===== config.mk =====
export PLATFORM = sky130hd
export DESIGN_NAME = sac_fifo
export DESIGN_NICKNAME = d
export VERILOG_FILES = /design/src/hw/rtl/sac_fifo.sv
export SDC_FILE = /design/constraint.sdc
export NUM_CORES = 1
export LEC_CHECK = 0
export BUFFER_PORTS_ARGS = -buffer_cell sky130_fd_sc_hd__buf_2
export CORE_AREA = 2 2 39 41
export CTS_BUF_LIST = sky130_fd_sc_hd__clkbuf_8
export CTS_CLUSTER_DIAMETER = 80
export DETAILED_ROUTE_END_ITERATION = 16
export DIE_AREA = 0 0 41 43
export GPL_TIMING_DRIVEN = 0
export PLACE_DENSITY = 0.41
export SETUP_SLACK_MARGIN = 0.2
export SLEW_MARGIN = 30
export SYNTH_ARGS = -nofsm -noshare
export SYNTH_HDL_FRONTEND = slang
export SYNTH_SLANG_ARGS = --single-unit

===== constraint.sdc =====
create_clock -name i_clk -period 2.2 [get_ports i_clk]
set_clock_uncertainty 0.05 [all_clocks]
set_input_delay 0.44 -clock i_clk [delete_from_list [all_inputs] [get_ports i_clk]]
set_output_delay 0.44 -clock i_clk [all_outputs]
set_load 0.02 [all_outputs]

===== src/hw/rtl/sac_fifo.sv =====
`default_nettype none
// ----------------------------------------------------------------------------
// sac_fifo
// Small register queue; head entry is presented combinationally.
// ----------------------------------------------------------------------------
module sac_fifo #(
    parameter int WIDTH = 1,
    parameter int DEPTH = 2
) (
    input  wire logic             i_clk,
    input  wire logic             i_rst_n,
    input  wire logic             i_push,
    input  wire logic [WIDTH-1:0] i_data,
    output logic                  o_full,
    input  wire logic             i_pop,
    output logic [WIDTH-1:0]      o_data,
    output logic                  o_empty
);

    localparam int AW = (DEPTH > 1) ? $clog2(DEPTH) : 1;

    logic [WIDTH-1:0] r_mem [DEPTH];
    logic [AW-1:0]    r_wr_ptr;
    logic [AW-1:0]    r_rd_ptr;
    logic [AW:0]      r_count;
    logic             push_ok;
    logic             pop_ok;

    assign o_full  = (r_count == (AW + 1)'(DEPTH));
    assign o_empty = (r_count == '0);
    assign o_data  = r_mem[r_rd_ptr];
    assign push_ok = i_push & ~o_full;
    assign pop_ok  = i_pop & ~o_empty;

    always_ff @(posedge i_clk) begin
        if (!i_rst_n) begin
            r_wr_ptr <= '0;
            r_rd_ptr <= '0;
            r_count  <= '0;
        end else begin
            if (push_ok) begin
                r_wr_ptr <= r_wr_ptr + AW'(1);
            end
            if (pop_ok) begin
                r_rd_ptr <= r_rd_ptr + AW'(1);
            end
            if (push_ok && !pop_ok) begin
                r_count <= r_count + (AW + 1)'(1);
            end else if (pop_ok && !push_ok) begin
                r_count <= r_count - (AW + 1)'(1);
            end
        end
    end

    always_ff @(posedge i_clk) begin
        if (push_ok) begin
            r_mem[r_wr_ptr] <= i_data;
        end
    end

endmodule
`default_nettype wire


==> metrics.txt, run 1 <==
outcome completed; CP max FO 5; die width 41 µm; vias in the first global route 189; Antenna Nets Post-Route 0; Netlist cell types 19; RR Startpoint r_count[0]; via/cell ratio approximately 4.0; max-slew violations 0; Avg Inst Size Synth between 10 and 15 µm²; Setup Viol. Count Final 0; largest net degree at the start of global routing 6; post-CTS sizing 0; Critical Path Start r_count[0]; most common cell in the netlist dfxtp_1; sequential share of the synthesized area 0.525; Seq cells post-synth 7; clk_lat worst skew 0.22 ns; DP Worst Slack 0.547 ns; CP Capture Type register; Starting Density 0.221; fin worst setup slack roughly 0.55 ns; post-CTS setup buffer count 0; mean routed wirelength per cell around 9.0 µm; Post-Synth Simple-Gate Area 0.180; MaxCap Viol Count 0; Vias approximately 220; Crit Path Class reg2reg; RSZ-0062 raised after global routing false; fin crit period roughly 1.6 ns; CP startpoint kind register; initial antenna violation count 0; IO Pins 8; CP required 2.30 ns; CTS max path bufs 2; H-tree levels 1; Num CTS Buffers 3; die area roughly 1800 µm²; Worst Tran Pin Value 0.206 ns; # fillers 155; gr usage total 0.0716; endpoints failing hold 0; post-synthesis compound-gate area fraction 0.107; Min-Delay Startpoint i_data; Setup TNS 0 ns; post-synthesis mux area share 0.0369; IO buf count 7; Synth Area in Adders 0.0410; Cell Area, Synth between 300 and 400 µm²; worst path arrival time between 1.5 and 2 ns; Post-synth EDFFs 2; TritonCTS Sinks 7; total global routing overflow 0; core area approximately 1400 µm²; area delta synth->final 32.8%; wire length of the first global-routing pass between 700 and 800 µm; Async S/R FF share, synth 0; # DRC 0; Max transition margin 0.862; Synth warnings 0; FP Rows 14; largest cells by area after synthesis dfxtp_1 (33%), edfxtp_1 (20%), and2_1 (6.1%); Net Count, Synth 34; synth cell count leaders dfxtp_1 (5), and2_1 (3), edfxtp_1 (2), nor2_1 (2), xnor2_1 (2); Fmax achieved 0.607 GHz; final WL just under 500 µm; fin util 0.293; post-layout power 0.581 mW; root buf cell clkbuf_8; FF-to-FF setup slack around 0.55 ns; initial DRC count 0; diode count 0; top-area cell type share of the netlist area 0.328; cell leakage power ~0.18 nW; reg2reg path depth 6; die height 43 µm; reg-to-reg endpoint r_count[1]; DP HPWL just under 400 µm; post-synth top area cell dfxtp_1; Post-synth top flop dfxtp_1; main combinational cell family by area after synthesis simple AND/OR/NAND/NOR gates; pwr dens 1430 nW/µm²; Hold Path Class in2reg; xor/xnor share of the synthesized area 0.0861; period utilisation layout 0.749; cts hold-fix bufs 0; worst vdd ir 0.000465 V; TritonRoute pass-1 iters 1; Worst-path clk slew 0.04 ns; hold depth 1; final net count 46; TritonCTS clock tree yes; layout cell share with drive strength beyond 1 0.333; Syn Inst Count 28; RD Place Congestion 0.727; Hold Crit Endpoint r_mem[0]
==> stage by stage <==
| stage | hold WS (ns) | cells | cell area [µm²] |
|---|---|---|---|
| 6_report | 0.353 | 55 | 405 |
| 4_1_cts | 0.349 | 55 | 405 |
| 3_3_place_gp | 0.452 | 51 | 360 |
| 2_1_floorplan | 0.433 | 28 | 305 |
| 3_5_place_dp | 0.468 | 51 | 360 |
| 5_1_grt | 0.350 | 55 | 405 |
==> per-layer routing <==
metal / GRT usage / up-vias / routed length, µm
met3: 0.0942 / 0 / 34
met2: 0.0875 / 5 / 242
met4: 0.0200 / 0 / 0
met1: 0.0719 / 97 / 218
met5: 0 / - / 0
li1: - / 116 / -
==> cell families (layout without fill, tap and decap cells) <==
logic type               Yosys count  count (layout)
buffers and inverters              2              13
XOR/XNOR                           3               3
adder cells (fa/ha/maj)            1               1
flip-flops                         7               7
AND/OR/NAND/NOR                    9               9
multiplexers                       1               1
AO/OA/AOI/OAI                      5               5
==> critical path, stage by stage (launching register included) <==
cell	delay [ns]
dfxtp_1	0.41
nand2b_1	0.19
inv_2	0.06
nor2_1	0.11
ha_1	0.27
or3_1	0.36
a21boi_1	0.14
==> layout make-up <==
type                    instances  area (µm²)  share of cell area
well taps                      16        20.0              0.0494
repair buffers                  7        35.0              0.0864
multi-input cells              19         138               0.340
clock inverters                 1        3.75             0.00926
inverters                       2        7.51              0.0185
flip-flops and latches          7         160               0.395
clock buffers                   3        41.3               0.102
==> power by group <==
part | switching (mW) | internal [mW] | leakage, nW | total [mW]
logic | 0.107 | 0.0981 | 0.0927 | 0.205
clock network | 0.0537 | 0.120 | 0.0269 | 0.174
registers | 0.0281 | 0.173 | 0.0600 | 0.202
total | 0.189 | 0.392 | 0.180 | 0.581
==> worst max path at each step <==
stage	to
after floorplan	r_count[1]
after CTS	r_count[1]
after detailed placement	r_count[1]
after global routing	r_count[1]
final	r_count[1]
after global placement	r_count[1]
==> layout by cell type, fill, tap and decap left out <==
| master | instances |
|---|---|
| a21boi_0 | 1 |
| a21boi_1 | 1 |
| and2_1 | 3 |
| and3_1 | 1 |
| buf_2 | 7 |
| clkbuf_8 | 3 |
| dfxtp_1 | 5 |
| edfxtp_1 | 2 |
| ha_1 | 1 |
| inv_1 | 2 |
| inv_2 | 1 |
| mux2_2 | 1 |
| nand2b_1 | 1 |
| nor2_1 | 2 |
| nor3_2 | 1 |
| o21a_1 | 1 |
| o21ai_0 | 1 |
| o21ai_1 | 1 |
| or3_1 | 1 |
| xnor2_1 | 2 |
| xor2_1 | 1 |
No activity file was read; power rests on OpenSTA's default activity.
==> run 2, diff against run 1 <==
Clock period 2.2 ns to 1.6 ns, I/O delays scaled along.
==> run 2 against run 1 <==
Net effect: highest routed layer unchanged; first-iteration DRC count rose by 4; register-to-register slack got worse by 0.39 ns; combinational power up 96%; die area is the same; clock-buffer cell count unchanged; hold slack lost 0.12 ns; total power is 60% higher; global-route usage increased by 1.2 points; largest cell class is now multi-input combinational cells; worst setup slack worse by 0.39 ns; fmax up 15%; non-clock buffer count is 2 higher.
==> metrics.txt, run 2 (synthesis gave the netlist of run 1 again) <==
outcome completed; CTS max path bufs 2; Critical Path Start r_count[0]; largest net degree at the start of global routing 6; DP HPWL 379 µm; root buf cell clkbuf_8; core area ~1400 µm²; Antenna Nets Post-Route 0; fin util 0.341; max-slew violations 0; Min-Delay Startpoint i_data; Max transition margin 0.854; initial DRC count 4; die area 1760 µm²; Setup TNS 0 ns; IO Pins 8; RSZ-0062 raised after global routing true; TritonCTS Sinks 7; total global routing overflow 0; die width slightly above 40 µm; cell leakage power between 0.15 and 0.2 nW; final net count 48; Hold Path Class in2reg; MaxCap Viol Count 0; layout cell share with drive strength beyond 1 0.512; Starting Density 0.221; # DRC 0; met2 WL between 200 and 300 µm; RR Startpoint r_count[0]; mean routed wirelength per cell about 9.7 µm; pwr dens 1970 nW/µm²; TritonRoute pass-1 iters 2; IO buf count 7; fin worst setup slack 0.162 ns; vias in the first global route 222; endpoints failing hold 0; fin crit period around 1.4 ns; Worst-path clk slew approximately 0.040 ns; CP Capture Type register; period utilisation layout 0.899; Vias between 200 and 250; worst path arrival time between 1.5 and 2 ns; Crit Path Class reg2reg; Highest Signal Layer met3; CP startpoint kind register; H-tree levels 1; Worst Tran Pin Value around 0.22 ns; CP required 1.70 ns; area delta synth->final 54.5%; most frequent cells in the layout buf_2 (5), and2_1 (3), dfxtp_1 (3), clkbuf_8 (3); WL met1 around 220 µm; DP Worst Slack about 0.055 ns; Fmax achieved slightly below 0.7 GHz; worst vdd ir just under 0.0007 V; CP max FO 3; FP Rows 14; initial antenna violation count 0; Setup Viol. Count Final 0; diode count 0; RD Place Congestion between 0.6 and 0.7; via/cell ratio ~4.2; cts hold-fix bufs 0; Num CTS Buffers 3; DR WL met3 36 µm; die height approximately 43 µm; most common cell after layout, fill and taps aside buf_2; gr usage total 0.0839; wire length of the first global-routing pass 910 µm; clk_lat worst skew between 0.2 and 0.25 ns; TritonCTS clock tree yes; final WL 551 µm
-- run 2: cell types whose count changed in the layout (fill, tap and decap cells not counted), moves of 2 or more --
cell and delta:
buf_2 -2, buf_4 +2, buf_6 +2, dfxtp_1 -2
-- run 2: layout make-up --
cell class,count,area [µm²]
Sequential cell,7,165
Clock buffer,3,41.3
Inverter,2,10.0
Timing Repair Buffer,9,62.6
Fill cell,134,912
Multi-Input combinational cell,19,169
Tap cell,16,20.0
Clock inverter,1,3.75
-- run 2: path summary, 6_finish.rpt --
| check | end | cells after the start | slack, ns |
|---|---|---|---|
| max | r_count[1] | 7 | 0.16 |
| min | r_mem[0] | 1 | 0.23 |
| max reg2reg | r_count[1] | 7 | 0.16 |
| min reg2reg | r_count[1] | 2 | 0.49 |
-- run 2: worst max-delay path, cell delays in order (launching register included) --
cell and delay [ns]:
dfxtp_4 0.34, nand2b_4 0.15, inv_4 0.06, nor2_4 0.04, ha_4 0.15, xor2_1 0.14, or3_1 0.30, a21boi_1 0.13
-- run 2: power by group --
part / internal [mW] / total, mW / switching [mW] / leakage, nW
Sequential: 0.247 / 0.290 / 0.0432 / 0.0609
Clock: 0.165 / 0.238 / 0.0729 / 0.0269
Combinational: 0.214 / 0.401 / 0.186 / 0.112
Total: 0.627 / 0.929 / 0.303 / 0.200
-- run 2: timing repair --
action | CTS | global route
pin swaps | 2 | 1
gates resized for setup | 6 | 4
endpoints found under the setup margin | 2 | 3
setup buffers | 2 | 0
-- run 2: per-stage QoR --
step	area [µm²]	power (mW)	std cells	hold WS (ns)
floorplan	319	0.525	28	0.369
global placement	374	0.585	51	0.459
detailed placement	374	0.598	51	0.463
CTS	459	0.915	57	0.227
global route	472	1.00	57	0.227
finish	472	0.929	57	0.233
-- run 2: layer usage --
| layer | global-route usage | vias up |
|---|---|---|
| met5 | 0 | - |
| met4 | 0.0400 | 0 |
| met3 | 0.0681 | 0 |
| met2 | 0.122 | 5 |
| met1 | 0.0822 | 115 |
| li1 | - | 120 |
