===== src/hw/rtl/sac_pkg.sv =====
`default_nettype none
// ----------------------------------------------------------------------------
// sac_pkg
// Types and fixed constants shared by the cache tag store simulator blocks.
// ----------------------------------------------------------------------------
package sac_pkg;

    localparam int CNT_W        = 32;
    localparam int STAMP_W      = 32;
    localparam int IN_ADDR_W    = 32;
    localparam int CFG_IDX_W    = 2;
    localparam int CFG_DATA_W   = 5;
    localparam int SET_BITS_W   = 3;
    localparam int WAYS_W       = 4;
    localparam int BLOCK_BITS_W = 5;

    typedef enum logic [1:0] {
        MODE_INSTR  = 2'd0,
        MODE_LOAD   = 2'd1,
        MODE_STORE  = 2'd2,
        MODE_MODIFY = 2'd3
    } t_mode;

    typedef enum logic [CFG_IDX_W-1:0] {
        REG_SET_BITS   = 2'd0,
        REG_WAYS       = 2'd1,
        REG_BLOCK_BITS = 2'd2
    } t_cfg_reg;

    typedef enum logic [1:0] {
        ST_CLEAR,
        ST_IDLE,
        ST_LOOK,
        ST_SCAN
    } t_back_state;

    typedef struct packed {
        t_mode                mode;
        logic [IN_ADDR_W-1:0] address;
    } t_access;

    typedef struct packed {
        logic             hit;
        logic             miss;
        logic             eviction;
        logic [CNT_W-1:0] total_hits;
        logic [CNT_W-1:0] total_misses;
        logic [CNT_W-1:0] total_evictions;
        logic             last_result;
    } t_result;

endpackage
`default_nettype wire


===== src/hw/rtl/sac_front.sv =====
`default_nettype none
// ----------------------------------------------------------------------------
// sac_front
// Holds the geometry registers, classifies accesses and splits them into
// lookup operations (set, tag, fill stamp, last flag) for the back end.
// ----------------------------------------------------------------------------
module sac_front
    import sac_pkg::*;
#(
    parameter int MAX_SET_BITS = 6,
    parameter int MAX_WAYS     = 8,
    parameter int ADDR_WIDTH   = 32
) (
    input  wire logic                  i_clk,
    input  wire logic                  i_rst_n,
    input  wire logic                  i_cfg_wr_en,
    input  wire logic [CFG_IDX_W-1:0]  i_cfg_index,
    input  wire logic [CFG_DATA_W-1:0] i_cfg_data,
    input  wire logic                  i_push,
    input  wire t_access               i_access,
    output logic                       o_full,
    input  wire logic                  i_ready,
    input  wire logic                  i_opq_full,
    output logic                       o_op_push,
    output logic [STAMP_W+1+((MAX_SET_BITS > 0) ? MAX_SET_BITS : 1)+ADDR_WIDTH-1:0] o_op_data,
    output logic [$clog2(MAX_WAYS+1)-1:0] o_ways
);

    localparam int SIW  = (MAX_SET_BITS > 0) ? MAX_SET_BITS : 1;
    localparam int SBW  = (MAX_SET_BITS > 0) ? $clog2(MAX_SET_BITS + 1) : 1;
    localparam int EW   = $clog2(MAX_WAYS + 1);
    localparam int SHW  = $clog2(MAX_SET_BITS + (1 << BLOCK_BITS_W));
    localparam int OP_W = STAMP_W + 1 + SIW + ADDR_WIDTH;

    logic [SET_BITS_W-1:0]   r_set_bits;
    logic [WAYS_W-1:0]       r_ways;
    logic [BLOCK_BITS_W-1:0] r_block_bits;
    logic [STAMP_W-1:0]      r_access_cnt;
    logic                    r_pend;
    logic [OP_W-1:0]         r_pend_op;

    logic [SBW-1:0]          set_eff;
    logic [ADDR_WIDTH-1:0]   addr_w;
    logic [ADDR_WIDTH-1:0]   set_shift;
    logic [SHW-1:0]          tag_shift;
    logic [ADDR_WIDTH-1:0]   tag;
    logic [SIW-1:0]          set_idx;
    logic                    accept;
    logic                    is_lookup;
    logic                    is_modify;

    // Geometry registers
    always_ff @(posedge i_clk) begin
        if (!i_rst_n) begin
            r_set_bits   <= '0;
            r_ways       <= WAYS_W'(1);
            r_block_bits <= '0;
        end else if (i_cfg_wr_en) begin
            unique case (t_cfg_reg'(i_cfg_index))
                REG_SET_BITS:   r_set_bits   <= i_cfg_data[SET_BITS_W-1:0];
                REG_WAYS:       r_ways       <= i_cfg_data[WAYS_W-1:0];
                REG_BLOCK_BITS: r_block_bits <= i_cfg_data[BLOCK_BITS_W-1:0];
                default: ;
            endcase
        end
    end

    // Saturate the geometry to what the storage holds
    assign set_eff = (32'(r_set_bits) > 32'(MAX_SET_BITS)) ? SBW'(MAX_SET_BITS)
                                                           : SBW'(r_set_bits);
    assign o_ways  = (r_ways == '0) ? EW'(1)
                   : (32'(r_ways) > 32'(MAX_WAYS)) ? EW'(MAX_WAYS) : EW'(r_ways);

    if (ADDR_WIDTH > IN_ADDR_W) begin : g_addr_ext
        assign addr_w = {{(ADDR_WIDTH - IN_ADDR_W){1'b0}}, i_access.address};
    end else begin : g_addr_trunc
        assign addr_w = i_access.address[ADDR_WIDTH-1:0];
    end

    assign tag_shift = SHW'(set_eff) + SHW'(r_block_bits);
    assign tag       = (32'(tag_shift) >= 32'(ADDR_WIDTH)) ? '0 : (addr_w >> tag_shift);
    assign set_shift = addr_w >> r_block_bits;

    always_comb begin
        for (int i = 0; i < SIW; i++) begin
            set_idx[i] = set_shift[i] & (i < int'(set_eff));
        end
    end

    always_comb begin
        is_lookup = 1'b0;
        is_modify = 1'b0;
        unique case (i_access.mode) inside
            MODE_INSTR:  ;
            MODE_LOAD, MODE_STORE: is_lookup = 1'b1;
            MODE_MODIFY: begin
                is_lookup = 1'b1;
                is_modify = 1'b1;
            end
            default: ;
        endcase
    end

    // Hold off new accesses while the back end clears, the op queue is full, or the second lookup of a modify waits
    assign o_full    = ~i_ready | r_pend | i_opq_full;
    assign accept    = i_push & ~o_full;
    assign o_op_push = (r_pend & ~i_opq_full) | (accept & is_lookup);
    assign o_op_data = r_pend ? r_pend_op : {r_access_cnt, ~is_modify, set_idx, tag};

    always_ff @(posedge i_clk) begin
        if (!i_rst_n) begin
            r_access_cnt <= '0;
            r_pend       <= 1'b0;
        end else if (accept) begin
            r_access_cnt <= r_access_cnt + STAMP_W'(1);
            r_pend       <= is_modify;
        end else if (r_pend && !i_opq_full) begin
            r_pend       <= 1'b0;
        end
    end

    always_ff @(posedge i_clk) begin
        if (accept) begin
            r_pend_op <= {r_access_cnt, 1'b1, set_idx, tag};
        end
    end

endmodule
`default_nettype wire


===== config.mk =====
export PLATFORM = sky130hd
export DESIGN_NAME = sac_front
export DESIGN_NICKNAME = d
export VERILOG_FILES = /design/src/hw/rtl/sac_pkg.sv /design/src/hw/rtl/sac_front.sv
export SDC_FILE = /design/constraint.sdc
export NUM_CORES = 1
export LEC_CHECK = 0
export ABC_AREA = 1
export BUFFER_PORTS_ARGS = -buffer_cell sky130_fd_sc_hd__buf_2
export CORE_MARGIN = 1
export CORE_UTILIZATION = 45
export DETAILED_ROUTE_END_ITERATION = 7
export HOLD_SLACK_MARGIN = 0.05
export PLACE_DENSITY = 0.65
export SLEW_MARGIN = 20
export SYNTH_ARGS = -nofsm -noshare
export SYNTH_HDL_FRONTEND = slang
export SYNTH_SLANG_ARGS = --single-unit

===== constraint.sdc =====
create_clock -name i_clk -period 5.2 [get_ports i_clk]
set_input_delay 1.56 -clock i_clk [delete_from_list [all_inputs] [get_ports i_clk]]
set_output_delay 1.56 -clock i_clk [all_outputs]
set_load 0.005 [all_outputs]

==> flow_metrics.py <==
metrics = {
    "grt": {
        "antenna_found_initial": 1,
        "grt_pass1_wl_um": 42200,
        "top_usage_layer": "met2",
        "grtUsageTotal_pct": 27.1,
        "grt_max_degree": 81,
        "overflow": 0,
        "met2_usage_pct": 40.4,
        "grtUsageMet1_pct": 39.7,
        "grt_pass1_vias": 8185,
        "grtUsageMet3_pct": 4.27,
    },
    "setup_path": {
        "worstSetupPathType": "reg -> out",
        "ff2ff_path_depth": 9,
        "worstPathMaxFanout": 30,
        "start_kind": "flip-flop",
        "crit_arrival_ns": 3.32,
        "crit_path_end_kind": "output port",
        "cp.required_ns": 3.64,
    },
    "timing": {
        "fin_crit_sh_pct": 93.8,
        "post-route-min-period_ns": 4.88,
        "drv_slew": 0,
        "setup_viol": 0,
        "slew_headroom_pct": 30.4,
        "fmax_mhz": 205,
        "clock_skew_ns": 0.00985,
        "rsz0062_at_grt": "false",
        "fin_ws_ns": 0.324,
        "worst_slew_pin_slew_ns": 1.04,
        "hold_viol_final": 0,
        "whs_ns": 0.461,
        "finalSetupTns_ns": 0,
    },
    "logic_synthesis": {
        "ys_warn_count": 0,
        "synthFlopType": "edfxtp_1",
        "async_flop_share_pct": 0,
        "seq_area_frac_synth_pct": 35.1,
        "avgSynthCellArea_um2": 6.43,
        "synth_cells": 1333,
        "synth_edf_count": 70,
        "yosysUniqueCellTypes": 43,
        "synth_seq_cells": 115,
        "syn_area_mm2": 0.00857,
        "syn_nets": 1385,
    },
    "layout": {
        "final_nets": 1475,
        "area_delta_synth_final_pct": 15.4,
        "design_area_mm2": 0.00989,
        "layout_common_cells": "nand2_1, nand3_1, buf_2",
        "layout-drive-gt1-share_pct": 15.2,
        "mostFrequentLayoutCell": "nand2_1",
        "nFillCells": 1922,
    },
    "die": {
        "rows": 50,
        "io_pins": 124,
        "die_y_um": 140,
        "core_mm2": 0.0187,
        "fp.dieW_um": 140,
        "die-area_mm2": 0.0196,
        "start_util_pct": 45.8,
    },
    "power_and_ir_drop": {
        "p_leak_nw": 4.52,
        "vdd_drop_max_uv": 264,
        "p_per_area_mw_per_mm2": 300,
    },
    "drt": {
        "ant_nets": 0,
        "wirelength_um": 25900,
        "firstDrtPassIters": 5,
        "drc": 0,
        "avgViaCountPerCell": 5.41,
        "drt_iter0_markers": 776,
        "routedWlPerCell_um": 15.5,
        "via_count": 9039,
    },
    "status": {
        "outcome": "finished, final reports clean",
    },
    "clock_network": {
        "clock_latency_ns": 0.42,
        "cts_made_buffers": 17,
        "cts_root_buf": "clkbuf_16",
        "clockBufferDepth": 2,
        "htree_levels": 4,
        "cts_tree": "built",
        "cts_hold_buf": 0,
        "cts.sinks": 115,
        "clkTransAtPathRegs_ns": 0.06,
    },
    "place": {
        "io_buffers": 123,
        "finalWeightedCongestion": 0.939,
        "dp_slack_ns": 0.670,
        "placed_cell_area_mm2": 0.00923,
        "dpl.hpwl_um": 19100,
    },
    "min_path": {
        "min_path_cells": 0,
        "hp-class": "reg -> reg",
    },
    "run": {
        "drv_cap": 0,
    },
}
-- worst max-delay path, stage by stage (launching register included) --
cell,delay (ns)
dfxtp_1,0.48
nand2_1,0.09
inv_1,0.09
nor2_1,0.05
ha_1,0.20
fa_1,0.50
xnor2_4,0.24
inv_4,0.27
nand3_1,0.15
nand3_1,0.14
nand3_1,0.10
o21ai_0,0.40
buf_2,0.20
-- synthesized netlist by cell type, types with 4 or more instances --
cell type / n / share of area (%)
nor2_1: 68 / 3.0
nor3_1: 18 / 1.1
dfxtp_1: 45 / 11
o21ai_2: 4 / 0.41
nand4_1: 9 / 0.66
o21ai_0: 60 / 3.5
nand2_1: 532 / 23
nor2_2: 8 / 0.58
a21oi_1: 40 / 2.3
nor2_4: 11 / 1.4
buf_2: 29 / 1.7
buf_6: 6 / 0.79
edfxtp_1: 70 / 25
nand3_1: 265 / 15
inv_2: 7 / 0.31
ha_1: 4 / 0.58
xor2_1: 6 / 0.61
clkbuf_1: 25 / 1.1
o211ai_1: 4 / 0.35
nand2_2: 6 / 0.44
inv_1: 78 / 3.4
-- worst paths after layout --
| path | start | to | slack (ns) |
|---|---|---|---|
| setup / recovery | r_set_bits[1]$_SDFFE_PN0P_ | o_op_data[18] | 0.32 |
| hold / removal | r_access_cnt[19]$_SDFFE_PN0P_ | r_pend_op[58]$_DFFE_PP_ | 0.46 |
| setup reg to reg | r_pend$_SDFFE_PN0P_ | r_access_cnt[23]$_SDFFE_PN0P_ | 2.21 |
| hold reg to reg | r_access_cnt[19]$_SDFFE_PN0P_ | r_pend_op[58]$_DFFE_PP_ | 0.46 |
-- layer usage --
metal / vias up / share of wire, %
li1: 4582 / -
met1: 4097 / 49
met2: 323 / 43
met3: 37 / 6.8
met4: 0 / 2.0
met5: - / 0
-- final cells by class --
| class | instances | area [um^2] | share of cell area, % |
|---|---|---|---|
| tap | 234 | 293 | 2.96 |
| sequential | 115 | 3010 | 30.4 |
| timing repair buffer | 137 | 733 | 7.42 |
| inverter | 89 | 343 | 3.47 |
| multi-input combinational | 1063 | 4880 | 49.4 |
| clock buffer | 23 | 553 | 5.59 |
| clock inverter | 9 | 75.1 | 0.759 |
| antenna | 1 | 2.50 | 0.0253 |
-- repair_timing --
item	4_1_cts	5_1_grt
setup endpoints to repair	0	17
setup buffers	0	2
resized for setup	0	3
hold endpoints to repair	0	0
-- cell families after synthesis --
logic type / after synthesis / share of synthesized area [%]
AOI/OAI and AO/OA: 116 / 7.20
adders and majority gates: 5 / 0.818
buffers and inverters: 155 / 8.12
xor gates and xnor gates: 9 / 1.31
DFF: 115 / 35.1
and+or+nand+nor: 933 / 47.5
-- stage by stage --
stage | total power, mW | std cells | util [%]
final | 2.96 | 1671 | 52.8
after global routing | 3.11 | 1671 | 52.8
after CTS | 2.98 | 1668 | 52.7
after detailed placement | 1.77 | 1636 | 49.3
after global placement | 1.76 | 1636 | 49.3
after floorplan | 1.53 | 1333 | -
-- flip-flops by register name (all words and copies together) (netlist names) --
signal and flops:
r_pend_op 70, r_access_cnt 32, r_block_bits 5, r_ways 4
r_set_bits 3, r_pend 1
-- where the power goes --
part / switching (mW) / leakage [nW] / total (mW) / internal (mW)
clock network: 0.447 / 0.308 / 1.20 / 0.758
logic: 0.489 / 3.17 / 0.737 / 0.248
registers: 0.0142 / 1.04 / 1.02 / 1.01
Note: power is estimated with default switching activity, not from simulation.
